==> src/design/pcmfp_pkg.sv <==
`timescale 1ns / 1ps
// ----------------------------------------------------------------------------
// PCM sample format packer package
// Shared format codes, register indexes and pipeline payload types.
// ----------------------------------------------------------------------------
package pcmfp_pkg;

   localparam logic [2:0] KIND_S16 = 3'd0;
   localparam logic [2:0] KIND_S24 = 3'd1;
   localparam logic [2:0] KIND_S32 = 3'd2;
   localparam logic [2:0] KIND_U16 = 3'd3;
   localparam logic [2:0] KIND_U24 = 3'd4;
   localparam logic [2:0] KIND_U32 = 3'd5;
   localparam logic [2:0] KIND_F32 = 3'd6;
   localparam logic [2:0] KIND_F64 = 3'd7;

   localparam logic [1:0] ORDER_NATIVE = 2'd0;
   localparam logic [1:0] ORDER_LE     = 2'd1;
   localparam logic [1:0] ORDER_BE     = 2'd2;

   localparam int NUM_KINDS  = 8;
   localparam int NUM_ORDERS = 3;

   localparam logic [1:0] REG_FORMAT        = 2'd0;
   localparam logic [1:0] REG_CHANNEL_COUNT = 2'd1;
   localparam logic [1:0] REG_NATIVE_LE     = 2'd2;

   localparam logic [3:0] BYTES_2 = 4'd2;
   localparam logic [3:0] BYTES_4 = 4'd4;
   localparam logic [3:0] BYTES_8 = 4'd8;

   typedef struct packed {
      logic       valid;
      logic [2:0] kind;
      logic [1:0] order;
   } fmt_decode_type;

   typedef struct packed {
      logic [2:0]  kind;
      logic        little;
      logic        eob;
      logic        neg;
      logic [31:0] offset;
      logic [15:0] mag;
   } front_type;

   typedef struct packed {
      logic [2:0]  kind;
      logic        little;
      logic        eob;
      logic        neg;
      logic [15:0] level;
      logic [15:0] mag;
      logic [3:0]  lead;
      logic        zero;
   } quant_type;

   typedef struct packed {
      logic [63:0] word;
      logic [3:0]  nbytes;
      logic        eob;
   } word_type;

   function automatic fmt_decode_type decode_format(input logic [4:0] code);
      fmt_decode_type d;
      d = '0;
      for (int k = 0; k < NUM_KINDS; k++) begin
         for (int o = 0; o < NUM_ORDERS; o++) begin
            if (code == 5'(NUM_ORDERS * k + o)) begin
               d.valid = 1'b1;
               d.kind  = 3'(k);
               d.order = 2'(o);
            end
         end
      end
      return d;
   endfunction

endpackage

==> src/design/pcmfp_quant.sv <==
`timescale 1ns / 1ps
// ----------------------------------------------------------------------------
// PCM sample quantizer
// Two pipeline stages: saturation and format decode, then the integer scale
// multiply and the leading-one search for the float path.
// ----------------------------------------------------------------------------
module pcmfp_quant (
   input  logic                clock,
   input  logic                reset,
   input  logic                in_valid,
   output logic                in_ready,
   input  logic signed [31:0]  sample_value,
   input  logic                end_of_buffer,
   input  logic [4:0]          format,
   input  logic                native_little_endian,
   input  logic                count_nonzero,
   output logic                out_valid,
   input  logic                out_ready,
   output pcmfp_pkg::quant_type out_data
);
   import pcmfp_pkg::*;

   localparam logic signed [31:0] ONE_Q30   = 32'sh4000_0000;
   localparam logic signed [31:0] M_ONE_Q30 = -32'sh4000_0000;
   localparam logic [15:0]        LEVEL_SCALE = 16'hFFFF;

   fmt_decode_type   fmt;
   logic signed [31:0] sat;
   logic [31:0]      abs_val;
   front_type        s1_in;
   front_type        s1_ff;
   logic             s1_valid_ff;
   logic             s2_ready;
   logic [47:0]      product;
   quant_type        s2_in;
   quant_type        s2_ff;
   logic             s2_valid_ff;

   always_comb begin
      fmt = decode_format(format);
      if (sample_value > ONE_Q30) begin
         sat = ONE_Q30;
      end else if (sample_value < M_ONE_Q30) begin
         sat = M_ONE_Q30;
      end else begin
         sat = sample_value;
      end
      abs_val      = sat[31] ? (~sat + 32'd1) : sat;
      s1_in.kind   = fmt.kind;
      s1_in.little = (fmt.order == ORDER_LE) ||
                     ((fmt.order == ORDER_NATIVE) && native_little_endian);
      s1_in.eob    = end_of_buffer;
      s1_in.neg    = sat[31];
      s1_in.offset = sat + ONE_Q30;
      s1_in.mag    = abs_val[30:15];
   end

   assign in_ready = !s1_valid_ff || s2_ready;
   assign s2_ready = !s2_valid_ff || out_ready;

   always_ff @(posedge clock) begin
      if (reset) begin
         s1_valid_ff <= 1'b0;
      end else if (in_ready) begin
         s1_valid_ff <= in_valid && fmt.valid && count_nonzero;
      end
   end

   always_ff @(posedge clock) begin
      if (in_ready) begin
         s1_ff <= s1_in;
      end
   end

   always_comb begin
      product      = 48'(s1_ff.offset) * 48'(LEVEL_SCALE);
      s2_in.kind   = s1_ff.kind;
      s2_in.little = s1_ff.little;
      s2_in.eob    = s1_ff.eob;
      s2_in.neg    = s1_ff.neg;
      s2_in.level  = product[46:31];
      s2_in.mag    = s1_ff.mag;
      s2_in.zero   = (s1_ff.mag == 16'd0);
      s2_in.lead   = 4'd0;
      for (int i = 0; i < 16; i++) begin
         if (s1_ff.mag[i]) begin
            s2_in.lead = 4'(i);
         end
      end
   end

   always_ff @(posedge clock) begin
      if (reset) begin
         s2_valid_ff <= 1'b0;
      end else if (s2_ready) begin
         s2_valid_ff <= s1_valid_ff;
      end
   end

   always_ff @(posedge clock) begin
      if (s2_ready) begin
         s2_ff <= s2_in;
      end
   end

   assign out_valid = s2_valid_ff;
   assign out_data  = s2_ff;

endmodule

==> src/design/pcmfp_pack.sv <==
`timescale 1ns / 1ps
// ----------------------------------------------------------------------------
// PCM word packer
// Builds the integer or IEEE word for the format and applies the byte order.
// ----------------------------------------------------------------------------
module pcmfp_pack (
   input  logic                 clock,
   input  logic                 reset,
   input  logic                 in_valid,
   output logic                 in_ready,
   input  pcmfp_pkg::quant_type in_data,
   output logic                 out_valid,
   input  logic                 out_ready,
   output pcmfp_pkg::word_type  out_data
);
   import pcmfp_pkg::*;

   localparam logic [15:0] SIGN_FLIP = 16'h8000;
   localparam logic [7:0]  EXP_BIAS_F32 = 8'd112;
   localparam logic [10:0] EXP_BIAS_F64 = 11'd1008;

   logic        signed_kind;
   logic [15:0] w16;
   logic [7:0]  ext;
   logic [15:0] norm;
   logic [63:0] raw_word;
   logic [3:0]  nbytes;
   logic [63:0] swapped;
   word_type    s3_in;
   word_type    s3_ff;
   logic        s3_valid_ff;

   always_comb begin
      signed_kind = (in_data.kind == KIND_S16) || (in_data.kind == KIND_S24) ||
                    (in_data.kind == KIND_S32);
      w16  = signed_kind ? (in_data.level ^ SIGN_FLIP) : in_data.level;
      ext  = signed_kind ? {8{w16[15]}} : 8'h00;
      norm = in_data.mag << (4'd15 - in_data.lead);
      unique case (in_data.kind)
         KIND_S16, KIND_U16: begin
            raw_word = {48'h0, w16};
            nbytes   = BYTES_2;
         end
         KIND_S24, KIND_U24: begin
            raw_word = {32'h0, ext, w16, 8'h00};
            nbytes   = BYTES_4;
         end
         KIND_S32, KIND_U32: begin
            raw_word = {32'h0, w16, 16'h0000};
            nbytes   = BYTES_4;
         end
         KIND_F32: begin
            raw_word = in_data.zero ? 64'h0 :
                       {32'h0, in_data.neg, EXP_BIAS_F32 + 8'(in_data.lead),
                        norm[14:0], 8'h00};
            nbytes   = BYTES_4;
         end
         default: begin
            raw_word = in_data.zero ? 64'h0 :
                       {in_data.neg, EXP_BIAS_F64 + 11'(in_data.lead),
                        norm[14:0], 37'h0};
            nbytes   = BYTES_8;
         end
      endcase
      unique case (nbytes)
         BYTES_2: swapped = {48'h0, raw_word[7:0], raw_word[15:8]};
         BYTES_4: swapped = {32'h0, raw_word[7:0], raw_word[15:8],
                             raw_word[23:16], raw_word[31:24]};
         default: swapped = {raw_word[7:0], raw_word[15:8], raw_word[23:16],
                             raw_word[31:24], raw_word[39:32], raw_word[47:40],
                             raw_word[55:48], raw_word[63:56]};
      endcase
      s3_in.word   = in_data.little ? raw_word : swapped;
      s3_in.nbytes = nbytes;
      s3_in.eob    = in_data.eob;
   end

   assign in_ready = !s3_valid_ff || out_ready;

   always_ff @(posedge clock) begin
      if (reset) begin
         s3_valid_ff <= 1'b0;
      end else if (in_ready) begin
         s3_valid_ff <= in_valid;
      end
   end

   always_ff @(posedge clock) begin
      if (in_ready) begin
         s3_ff <= s3_in;
      end
   end

   assign out_valid = s3_valid_ff;
   assign out_data  = s3_ff;

endmodule

==> src/design/pcmfp_repeat.sv <==
`timescale 1ns / 1ps
// ----------------------------------------------------------------------------
// PCM channel repeater
// Holds one packed word in the output register and emits one copy per channel.
// ----------------------------------------------------------------------------
module pcmfp_repeat #(
   parameter int MAX_CHANNELS = 32,
   localparam int CNT_W = $clog2(MAX_CHANNELS + 1)
) (
   input  logic                clock,
   input  logic                reset,
   input  logic                in_valid,
   output logic                in_ready,
   input  pcmfp_pkg::word_type in_data,
   input  logic [CNT_W-1:0]    channel_count,
   output logic                rsp_tvalid,
   input  logic                rsp_tready,
   output logic [63:0]         rsp_tdata,
   output logic [4:0]          rsp_tuser,
   output logic                rsp_tlast
);
   import pcmfp_pkg::*;

   word_type         hold_ff;
   logic             valid_ff;
   logic [CNT_W-1:0] idx_ff;
   logic [CNT_W-1:0] idx_in;
   logic             last;

   assign idx_in   = idx_ff + CNT_W'(1);
   assign last     = (idx_in == channel_count);
   assign in_ready = !valid_ff || (rsp_tready && last);

   always_ff @(posedge clock) begin
      if (reset) begin
         valid_ff <= 1'b0;
         idx_ff   <= '0;
      end else if (in_ready) begin
         valid_ff <= in_valid;
         idx_ff   <= '0;
      end else if (rsp_tready) begin
         idx_ff   <= idx_in;
      end
   end

   always_ff @(posedge clock) begin
      if (in_ready) begin
         hold_ff <= in_data;
      end
   end

   assign rsp_tvalid = valid_ff;
   assign rsp_tdata  = hold_ff.word;
   assign rsp_tuser  = {last & hold_ff.eob, hold_ff.nbytes};
   assign rsp_tlast  = last;

endmodule

==> src/design/pcm_sample_format_packer.sv <==
`timescale 1ns / 1ps
// ----------------------------------------------------------------------------
// PCM sample format packer
// Converts a Q30 mono sample to a packed PCM word and emits it per channel.
// ----------------------------------------------------------------------------
// A sample passes the quantizer stage registers, the packer register and the
// repeater hold register before its first copy is presented.
// The repeater emits one copy per cycle while the result side is ready, and
// loads the next packed word in the cycle that its last copy is taken.
// Reset is synchronous and active high; it empties the pipeline and restores
// format 0, one channel and native little-endian order.
// ----------------------------------------------------------------------------
module pcm_sample_format_packer #(
   parameter int MAX_CHANNELS = 32
) (
   input  logic        clock,
   input  logic        reset,
   input  logic        req_tvalid,
   output logic        req_tready,
   input  logic [31:0] req_tdata,  // [31:0] sample_value
   input  logic        req_tlast,
   output logic        rsp_tvalid,
   input  logic        rsp_tready,
   output logic [63:0] rsp_tdata,  // [63:0] sample_word
   output logic [4:0]  rsp_tuser,  // [3:0] word_bytes, [4] buffer_done
   output logic        rsp_tlast,
   input  logic        csr_wr_en,
   input  logic [1:0]  csr_index,
   input  logic [5:0]  csr_wdata
);
   import pcmfp_pkg::*;

   localparam int         CNT_W = $clog2(MAX_CHANNELS + 1);
   localparam logic [6:0] MAX_C7 = 7'(MAX_CHANNELS);

   logic [4:0]       format_ff;
   logic [5:0]       channel_count_ff;
   logic             native_le_ff;
   logic [6:0]       count_ext;
   logic [6:0]       count_sat;
   logic [CNT_W-1:0] count_eff;
   logic             q_valid;
   logic             q_ready;
   quant_type        q_data;
   logic             p_valid;
   logic             p_ready;
   word_type         p_data;

   always_ff @(posedge clock) begin
      if (reset) begin
         format_ff        <= 5'd0;
         channel_count_ff <= 6'd1;
         native_le_ff     <= 1'b1;
      end else if (csr_wr_en) begin
         unique case (csr_index)
            REG_FORMAT:        format_ff        <= csr_wdata[4:0];
            REG_CHANNEL_COUNT: channel_count_ff <= csr_wdata;
            REG_NATIVE_LE:     native_le_ff     <= csr_wdata[0];
            default: ;
         endcase
      end
   end

   assign count_ext = {1'b0, channel_count_ff};
   assign count_sat = (count_ext > MAX_C7) ? MAX_C7 : count_ext;
   assign count_eff = count_sat[CNT_W-1:0];

   pcmfp_quant u_quant (
      .clock                (clock),
      .reset                (reset),
      .in_valid             (req_tvalid),
      .in_ready             (req_tready),
      .sample_value         (req_tdata),
      .end_of_buffer        (req_tlast),
      .format               (format_ff),
      .native_little_endian (native_le_ff),
      .count_nonzero        (count_sat != 7'd0),
      .out_valid            (q_valid),
      .out_ready            (q_ready),
      .out_data             (q_data)
   );

   pcmfp_pack u_pack (
      .clock     (clock),
      .reset     (reset),
      .in_valid  (q_valid),
      .in_ready  (q_ready),
      .in_data   (q_data),
      .out_valid (p_valid),
      .out_ready (p_ready),
      .out_data  (p_data)
   );

   pcmfp_repeat #(
      .MAX_CHANNELS (MAX_CHANNELS)
   ) u_repeat (
      .clock         (clock),
      .reset         (reset),
      .in_valid      (p_valid),
      .in_ready      (p_ready),
      .in_data       (p_data),
      .channel_count (count_eff),
      .rsp_tvalid    (rsp_tvalid),
      .rsp_tready    (rsp_tready),
      .rsp_tdata     (rsp_tdata),
      .rsp_tuser     (rsp_tuser),
      .rsp_tlast     (rsp_tlast)
   );

endmodule

==> config.mk <==
export PLATFORM = sky130hd
export DESIGN_NAME = pcm_sample_format_packer
export DESIGN_NICKNAME = d
export VERILOG_FILES = /design/src/design/pcmfp_pkg.sv /design/src/design/pcmfp_quant.sv /design/src/design/pcmfp_pack.sv /design/src/design/pcmfp_repeat.sv /design/src/design/pcm_sample_format_packer.sv
export SDC_FILE = /design/constraint.sdc
export NUM_CORES = 1
export LEC_CHECK = 0
export BUFFER_PORTS_ARGS = -buffer_cell sky130_fd_sc_hd__clkbuf_2
export CAP_MARGIN = 25
export CELL_PAD_IN_SITES_DETAIL_PLACEMENT = 1
export CELL_PAD_IN_SITES_GLOBAL_PLACEMENT = 2
export CORE_MARGIN = 10
export CORE_UTILIZATION = 43
export DETAILED_ROUTE_END_ITERATION = 16
export PLACE_DENSITY = 0.87
export SYNTH_ARGS = -nofsm -noshare
export SYNTH_HDL_FRONTEND = slang
export SYNTH_SLANG_ARGS = --single-unit
==> constraint.sdc <==
create_clock -name clock -period 7.2 [get_ports clock]
set_clock_uncertainty 0.15 [all_clocks]
set_input_delay 0.72 -clock clock [delete_from_list [all_inputs] [get_ports clock]]
set_output_delay 0.72 -clock clock [all_outputs]
set_load 0.05 [all_outputs]
Word-level counts from Yosys, hierarchy flattened. Index checks and enable logic that the tools add are counted.

Register bits: 257. Bits of input ports: 46. Output and inout port bits: 72. Word-level logic and storage cells: 167.

$add $sub $neg: 6. $mul: 1. $lt $le $gt $ge: 3. Equality and inequality tests: 35. Shift operators: 1. Mux-type cells: 50. Bitwise logic cells: 3. Reduce and logical (&&, ||, !) cells: 35.

Operators by type and width (number): 64-bit one-hot mux with 4 select lines (1); 6-bit two-way mux (25); 64-bit two-way mux (2); 64-bit one-hot mux with 2 select lines (1); 32-bit two-way mux (3); 32-bit by 16-bit multiplier with 47-bit output, second input constant (1); 5-bit by 4-bit equality test with 1-bit output, second input constant (8); 5-bit equality test, second input constant (8); 32-bit adder, second input constant (1); 32-bit > comparator, second input constant (1); 32-bit by 31-bit < comparator with 1-bit output, second input constant (1); 31-bit by 1-bit adder with 31-bit output, second input constant (1); 31-bit two-way mux (1); 31-bit NOT (1); 3-bit two-way mux (8); 5-bit by 3-bit equality test with 1-bit output, second input constant (4); 16-bit logical NOT (1); 16-bit two-way mux (1); 16-bit by 4-bit left shift with 15-bit output (1); 12-bit OR reduction (1); 10-bit by 4-bit adder with 11-bit output, first input constant (1); 5-bit by 2-bit equality test with 1-bit output, second input constant (2); 2-bit OR reduction (5); 3-bit equality test, second input constant (3); other kinds (31) (52).

Logic depth before layout (Yosys ltp). Gate-level depths: netlist of the first run.

Word-level depth: 28. Depth in mapped cells: 21. Gate-level depth less buffers: 21.

Hierarchy. From an unflattened synthesis of the first run, not the netlist that was laid out.

Cell total of the unflattened synthesis: 1862. Area total of the unflattened synthesis: 21165.3 um^2.

By module, submodules not included: pcmfp_quant (instances 1, cells an instance 1189, area an instance 13121.3 um^2); pcmfp_pack (instances 1, cells an instance 422, area an instance 4409.2 um^2); pcmfp_repeat (instances 1, cells an instance 195, area an instance 3071.7 um^2); pcm_sample_format_packer (instances 1, cells an instance 56, area an instance 563.0 um^2).

Worst setup path after synthesis of the first run. No wires, ideal clock.

Path kind: flip-flop to flip-flop. Start point: register u_quant.s1_ff[31] (netlist name). End point: register u_quant.s2_ff (netlist bit u_quant.out_data[32]) (data pin). Library setup time: 0.259 ns. Arrival: 5.912 ns. Data required time: 6.791 ns. Setup slack: 0.879 ns. Stages on the path, launching flop included: 20. Path buffers: 0. Cells stage by stage: edfxtp_1 fa_1 inv_1 fa_1 inv_1 fa_1 fa_1 fa_1 inv_1 fa_1 inv_1 ha_1 nand2_1 or4_4 or3_1 o32ai_2 nor3_2 o41ai_4 a21oi_2 xnor2_1.

Word-level cells in the longest chain between the ends: 1.

RTL lines: start, declared (line pcmfp_quant.sv:31) `front_type s1_ff;`; start signal, assigned (line pcmfp_quant.sv:71) `s1_ff <= s1_in;`; 32-bit by 16-bit multiplier with 47-bit output (line pcmfp_quant.sv:76) `product = 48'(s1_ff.offset) * 48'(LEVEL_SCALE);`; named net u_quant.product[42] (line pcmfp_quant.sv:34) `logic [47:0] product;`; end signal, assigned (line pcmfp_quant.sv:102) `s2_ff <= s2_in;`; end, declared (line pcmfp_quant.sv:36) `quant_type s2_ff;`.

The timed path passes the listed nets, and every way through them passes these cells. A chain may end at the register's enable or synchronous reset.

Worst setup path in the final report of the first run.
Start point: register u_quant.s1_ff[19] (netlist name). End point: register u_quant.s2_ff (netlist bit u_quant.out_data[30]) (data pin).

The elaborated chain is that of the path after synthesis.

==> metrics.cfg, run 1 <==
[global_route]
grt.overflow.total = 0
track_usage = 0.197
grt_pass1_wl_um = 86400
grt_start_max_net_pins = 69
antenna_found_initial = 1
grt_pass1_vias = 14500

[detailed_routing]
ant_nets = 0
routedWlPerCell_um = 22.1
avgViaCountPerCell = 5.29
wirelength_um = 55000
dr.pass1.iters = 5
vias = 13100
drt_iter0_drc = 1061
drc = 0

[critical_path]
cpMaxStageDelayCell = fa_1
cp_cell_sequence = inv_1 > fa_1 > inv_1 > fa_1 > inv_1 > fa_1 > inv_1 > fa_1 > fa_1 > inv_1 > fa_1 > inv_1 > ha_1 > nand2_1 > or4_4 > or3_1 > o32ai_2 > nor3b_1 > a31oi_2 > o21a_1 > o311ai_0
critPathRequiredTime_ns = 7.35
path_delay_family = adder cells
path_buf_inv = 6
slowest_delay_ns = 0.59
r2r_slack_ns = 0.40
crit_path_end_kind = register
crit_type = register to register
critPathLaunchType = register
crit_fanout = 5
cp_data_arrival_time_ns = 6.95

[floorplanning]
die_h_um = 239
placementRows = 80
die_area_um2 = 57100
initial_core_util = 0.433
die_x_um = 239
num_io_pins = 118
core_um2 = 47500

[sta]
maxSlewViolCount = 0
slew_headroom = 0.300
worst_pin_slew_ns = 1.05
min_period_ns = 6.80
rsz0062_at_grt = false
fin_crit_sh = 0.945
finalHoldViolations = 0
finalSetupViolCount = 0
tns_ns = 0
fmax_mhz = 147

[yosys]
yosys-top-cells-area = edfxtp_1 (34%), fa_1 (25%), ha_1 (6.8%)
synth_warnings = 0
yosysMostFrequentCell = inv_1
seq_area_frac_synth = 0.359
async_flop_share = 0
synthTopCellsByCount = inv_1 (370), fa_1 (262), edfxtp_1 (232), ha_1 (112), nand2_1 (99)
syn_area_per_cell_um2 = 11.4
synth_fp_nets = 2223
synthFlopType = edfxtp_1
ys_types = 85
synth_area_um2 = 20600
synth_cells = 1803
yosysTopAreaCellShare = 0.338
synth_edf_count = 232
yosys.area.top_type = edfxtp_1
ys_ff_latch = 254

[clock_network]
clock_latency_ns = 0.59
clkTransAtPathRegs_ns = 0.06
cts_tree = built
cts_buffers = 29
h-tree-depth = 1
clockRootBuffer = clkbuf_16
cts_buffer_depth = 3
cts-resized-gates = 0
cts_hold_buffers = 0
clock_sinks = 254
postCtsSetupRepairBufs = 0

[finish]
final_nets = 2267
n_antenna_cell = 0
syn_to_final_growth_pct = 8.30
layout-drive-gt1-share = 0.111
design_area_um2 = 22300

[placed_design]
placed_cell_area_um2 = 21400
dp_hpwl_um = 46300
gp_congestion = 0.934
io_buffers = 116

[job]
cap_violations = 0

[run_status]
status = finished clean

[min_path]
hp-class = input port to register

## through the flow
step                hold slack [ns]  worst slack [ns]  instances   util
floorplan                     0.250             0.879       1803      -
global placement              0.253             0.555       2430  0.449
detailed placement            0.256             0.469       2431  0.449
CTS                           0.171             0.439       2484  0.469
global route                  0.194            0.0889       2484  0.469
finish                        0.210             0.398       2484  0.469
## kinds of logic after synthesis
logic type               after synthesis  synth area share
AO/OA/AOI/OAI                        275            0.0919
XOR/XNOR                              47            0.0206
adder cells (fa/ha/maj)              375             0.323
buffers and inverters                484             0.101
flip-flops                           254             0.359
multiplexers                          38            0.0259
other                                  1          0.000182
AND/OR/NAND/NOR                      329            0.0777
## state kept, by name, indices dropped and copies added (netlist names), 3 cells and up
signal              count
u_quant.s1_ff          54
channel_count_ff        6
u_pack.out_data        68
u_repeat.idx_ff         6
u_repeat.rsp_tdata     64
format_ff               5
u_repeat.rsp_tuser      3
u_quant.out_data       42
## cell usage in the layout, fill, tap and decap left out, types with 15 or more instances in the layout
master / count
a21o_1: 15
a21oi_1: 71
a221oi_1: 16
and2_1: 30
clkbuf_16: 29
clkbuf_2: 116
dfxtp_1: 22
edfxtp_1: 232
fa_1: 262
ha_1: 112
inv_1: 369
mux2i_1: 23
nand2_1: 98
nand3_1: 15
nor2_1: 94
o21ai_0: 47
o22ai_1: 15
xnor2_1: 24
xor2_1: 22
## worst paths after layout
check	startpoint	to	depth (start not counted)
worst max-delay path	u_quant.s1_ff[19]	u_quant.out_data[30]	21
worst min-delay path	req_tlast	u_quant.s1_ff[49]	1
worst max register to register	u_quant.s1_ff[19]	u_quant.out_data[30]	21
worst min register to register	u_pack.out_data[15]	u_repeat.rsp_tdata[10]	0
## worst register-to-register path: stages (launching register included)
cell	delay [ns]
edfxtp_1	0.45
inv_1	0.11
fa_1	0.59
inv_1	0.10
fa_1	0.54
inv_1	0.07
fa_1	0.52
inv_1	0.06
fa_1	0.50
fa_1	0.56
inv_1	0.06
fa_1	0.53
inv_1	0.04
ha_1	0.26
nand2_1	0.07
or4_4	0.49
or3_1	0.39
o32ai_2	0.15
nor3b_1	0.13
a31oi_2	0.36
o21a_1	0.26
o311ai_0	0.13
## area by class of cell
class,count,area (um^2)
Fill cell,5077,25200
Sequential cell,254,7410
Inverter,372,1400
Multi-Input combinational cell,1065,11100
Clock buffer,31,733
Tap cell,615,769
Timing Repair Buffer,125,668
Clock inverter,22,220
## layer usage
| metal | share of wire | GRT usage |
|---|---|---|
| met3 | 0.074 | 0.0499 |
| met4 | 0.018 | 0.0409 |
| met5 | 0 | 0 |
| met1 | 0.45 | 0.269 |
| met2 | 0.46 | 0.311 |
Power of run 1 is left out: the tool's default activity adds up to more than one toggle a clock period on the data nets, which glitch-free logic cannot reach.
==> run 2: changes to the inputs <==
--- a/config.mk
+++ b/config.mk
@@ -5,7 +5,7 @@
 export SDC_FILE = /design/constraint.sdc
 export NUM_CORES = 1
 export LEC_CHECK = 0
-export BUFFER_PORTS_ARGS = -buffer_cell sky130_fd_sc_hd__clkbuf_2
+export BUFFER_PORTS_ARGS = -buffer_cell sky130_fd_sc_hd__buf_2
 export CAP_MARGIN = 25
 export CELL_PAD_IN_SITES_DETAIL_PLACEMENT = 1
 export CELL_PAD_IN_SITES_GLOBAL_PLACEMENT = 2
==> run 2 against run 1 <==
Register-to-register slack hardly changed. Worst setup slack better by 0.014 ns. First-iteration DRC count is 14% lower. Flip-flop and latch count stayed put. Critical path depth is 2 lower. Final area hardly changed. Die area stayed put. Non-clock buffer count is 1 lower. Critical endpoint is now u_quant.out_data[31]. Routed wire length is 0.91% higher. Hold slack worse by 0.017 ns. Global-route usage is 0.12 points higher.
==> metrics.cfg, run 2 (same netlist as run 1, synthesis figures left out) <==
[sta]
min_period_ns = 6.79  ; -0.0139 ns
worst_pin_slew_ns = 1.02  ; -0.0306 ns
fmax_mhz = 147  ; +0.21%
slew_headroom = 0.321  ; +0.0204
rsz0062_at_grt = false
maxSlewViolCount = 0  ; unchanged
finalHoldViolations = 0  ; unchanged
tns_ns = 0  ; unchanged
finalSetupViolCount = 0  ; unchanged
fin_crit_sh = 0.943  ; -0.00194

[critical_path]
path_buf_inv = 4  ; -2
slowest_delay_ns = 0.69  ; +0.10 ns
crit_fanout = 5  ; unchanged
crit_path_end_kind = register
critPathLaunchType = register
cpMaxStageDelayCell = fa_1
critPathRequiredTime_ns = 7.34  ; about the same
crit_type = register to register
crit_path_frequent_cell = fa_1
r2r_slack_ns = 0.41  ; about the same
cp_cell_sequence = fa_1 > inv_1 > fa_1 > inv_1 > fa_1 > fa_1 > fa_1 > inv_1 > fa_1 > inv_1 > ha_1 > nand2_1 > or4_4 > or3_1 > o32ai_2 > nor3b_1 > a31oi_2 > o21a_1 > o211ai_1
path_delay_family = adder cells
cp_data_arrival_time_ns = 6.93  ; -0.02 ns

[placed_design]
io_buffers = 116  ; unchanged
dp_hpwl_um = 46000  ; -0.72%
gp_congestion = 0.932  ; -0.15%

[global_route]
antenna_found_initial = 1  ; unchanged
grt_start_max_net_pins = 69  ; unchanged
track_usage = 0.198  ; +0.00116
grt_pass1_vias = 14700  ; +1.8%
grt.overflow.total = 0  ; unchanged
grt_pass1_wl_um = 87100  ; +0.84%

[clock_network]
cts-resized-gates = 0  ; unchanged
postCtsSetupRepairBufs = 0  ; unchanged
clkTransAtPathRegs_ns = 0.06  ; about the same
cts_hold_buffers = 0  ; unchanged
cts_buffer_depth = 3  ; unchanged
clock_sinks = 254  ; unchanged
clock_latency_ns = 0.58  ; about the same
h-tree-depth = 1  ; unchanged
clockRootBuffer = clkbuf_16
cts_buffers = 28  ; -3.4%
cts_tree = built

[floorplanning]
num_io_pins = 118  ; unchanged
die_area_um2 = 57100  ; unchanged
die_x_um = 239  ; unchanged
core_um2 = 47500  ; unchanged
die_h_um = 239  ; unchanged
placementRows = 80  ; unchanged
initial_core_util = 0.433  ; unchanged

[detailed_routing]
wirelength_um = 55500  ; +0.91%
vias = 13200  ; +0.43%
drc = 0  ; unchanged
avgViaCountPerCell = 5.32  ; +0.64%
drt_iter0_drc = 913  ; -14%
dr.pass1.iters = 6  ; +1
routedWlPerCell_um = 22.4  ; +1.1%
ant_nets = 0  ; unchanged

[finish]
n_antenna_cell = 0  ; unchanged
largest_register_ffs = 68  ; unchanged
syn_to_final_growth_pct = 8.26  ; about the same
final_nets = 2265  ; -0.088%
layout_common_cells = inv_1 (369), fa_1 (262), edfxtp_1 (232), buf_2 (116), ha_1 (112)
layout-drive-gt1-share = 0.107  ; -0.00399
final_common_cell = inv_1

[job]
cap_violations = 0  ; unchanged

[min_path]
hp-class = input port to register

[run_status]
status = finished clean

## run 2: final cells by class
type	instances	area [um^2]
fill	5096	25200
multi-input combinational	1065	11100
sequential	254	7410
inverter	372	1400
tap	615	769
clock buffer	32	716
timing repair buffer	124	661
clock inverter	17	238
## run 2: worst reg2reg max path, stage by stage, from the launching register on
cell and delay (ns):
edfxtp_1 0.52, fa_1 0.69, inv_1 0.08, fa_1 0.54
inv_1 0.07, fa_1 0.48, fa_1 0.51, fa_1 0.49
inv_1 0.05, fa_1 0.52, inv_1 0.04, ha_1 0.34
nand2_1 0.09, or4_4 0.53, or3_1 0.39, o32ai_2 0.16
nor3b_1 0.13, a31oi_2 0.35, o21a_1 0.24, o211ai_1 0.11
## run 2: metrics by stage
stage	cell area, um^2	worst slack [ns]	hold slack [ns]	utilization	cells
after floorplan	20600	0.879	0.250	-	1803
after global placement	21300	0.603	0.252	0.449	2429
after detailed placement	21400	0.425	0.256	0.449	2430
after CTS	22300	0.393	0.159	0.469	2479
after global routing	22300	0.110	0.170	0.469	2479
final	22300	0.412	0.193	0.469	2479
## run 2: per-layer routing
metal	track usage	share of wire	vias to the layer above
li1	-	-	6036
met1	0.262	0.44	6711
met2	0.317	0.46	364
met3	0.0543	0.077	78
met4	0.0486	0.023	0
met5	0	0	-
## run 2: worst paths after layout
path / from / end / cells after the start
hold reg to reg: u_quant.s1_ff[53] / u_quant.out_data[42] / 0
setup / recovery: u_quant.s1_ff[31] / u_quant.out_data[31] / 19
hold / removal: req_tlast / u_quant.s1_ff[49] / 1
setup reg to reg: u_quant.s1_ff[31] / u_quant.out_data[31] / 19
Power of run 2 is left out for the same reason.
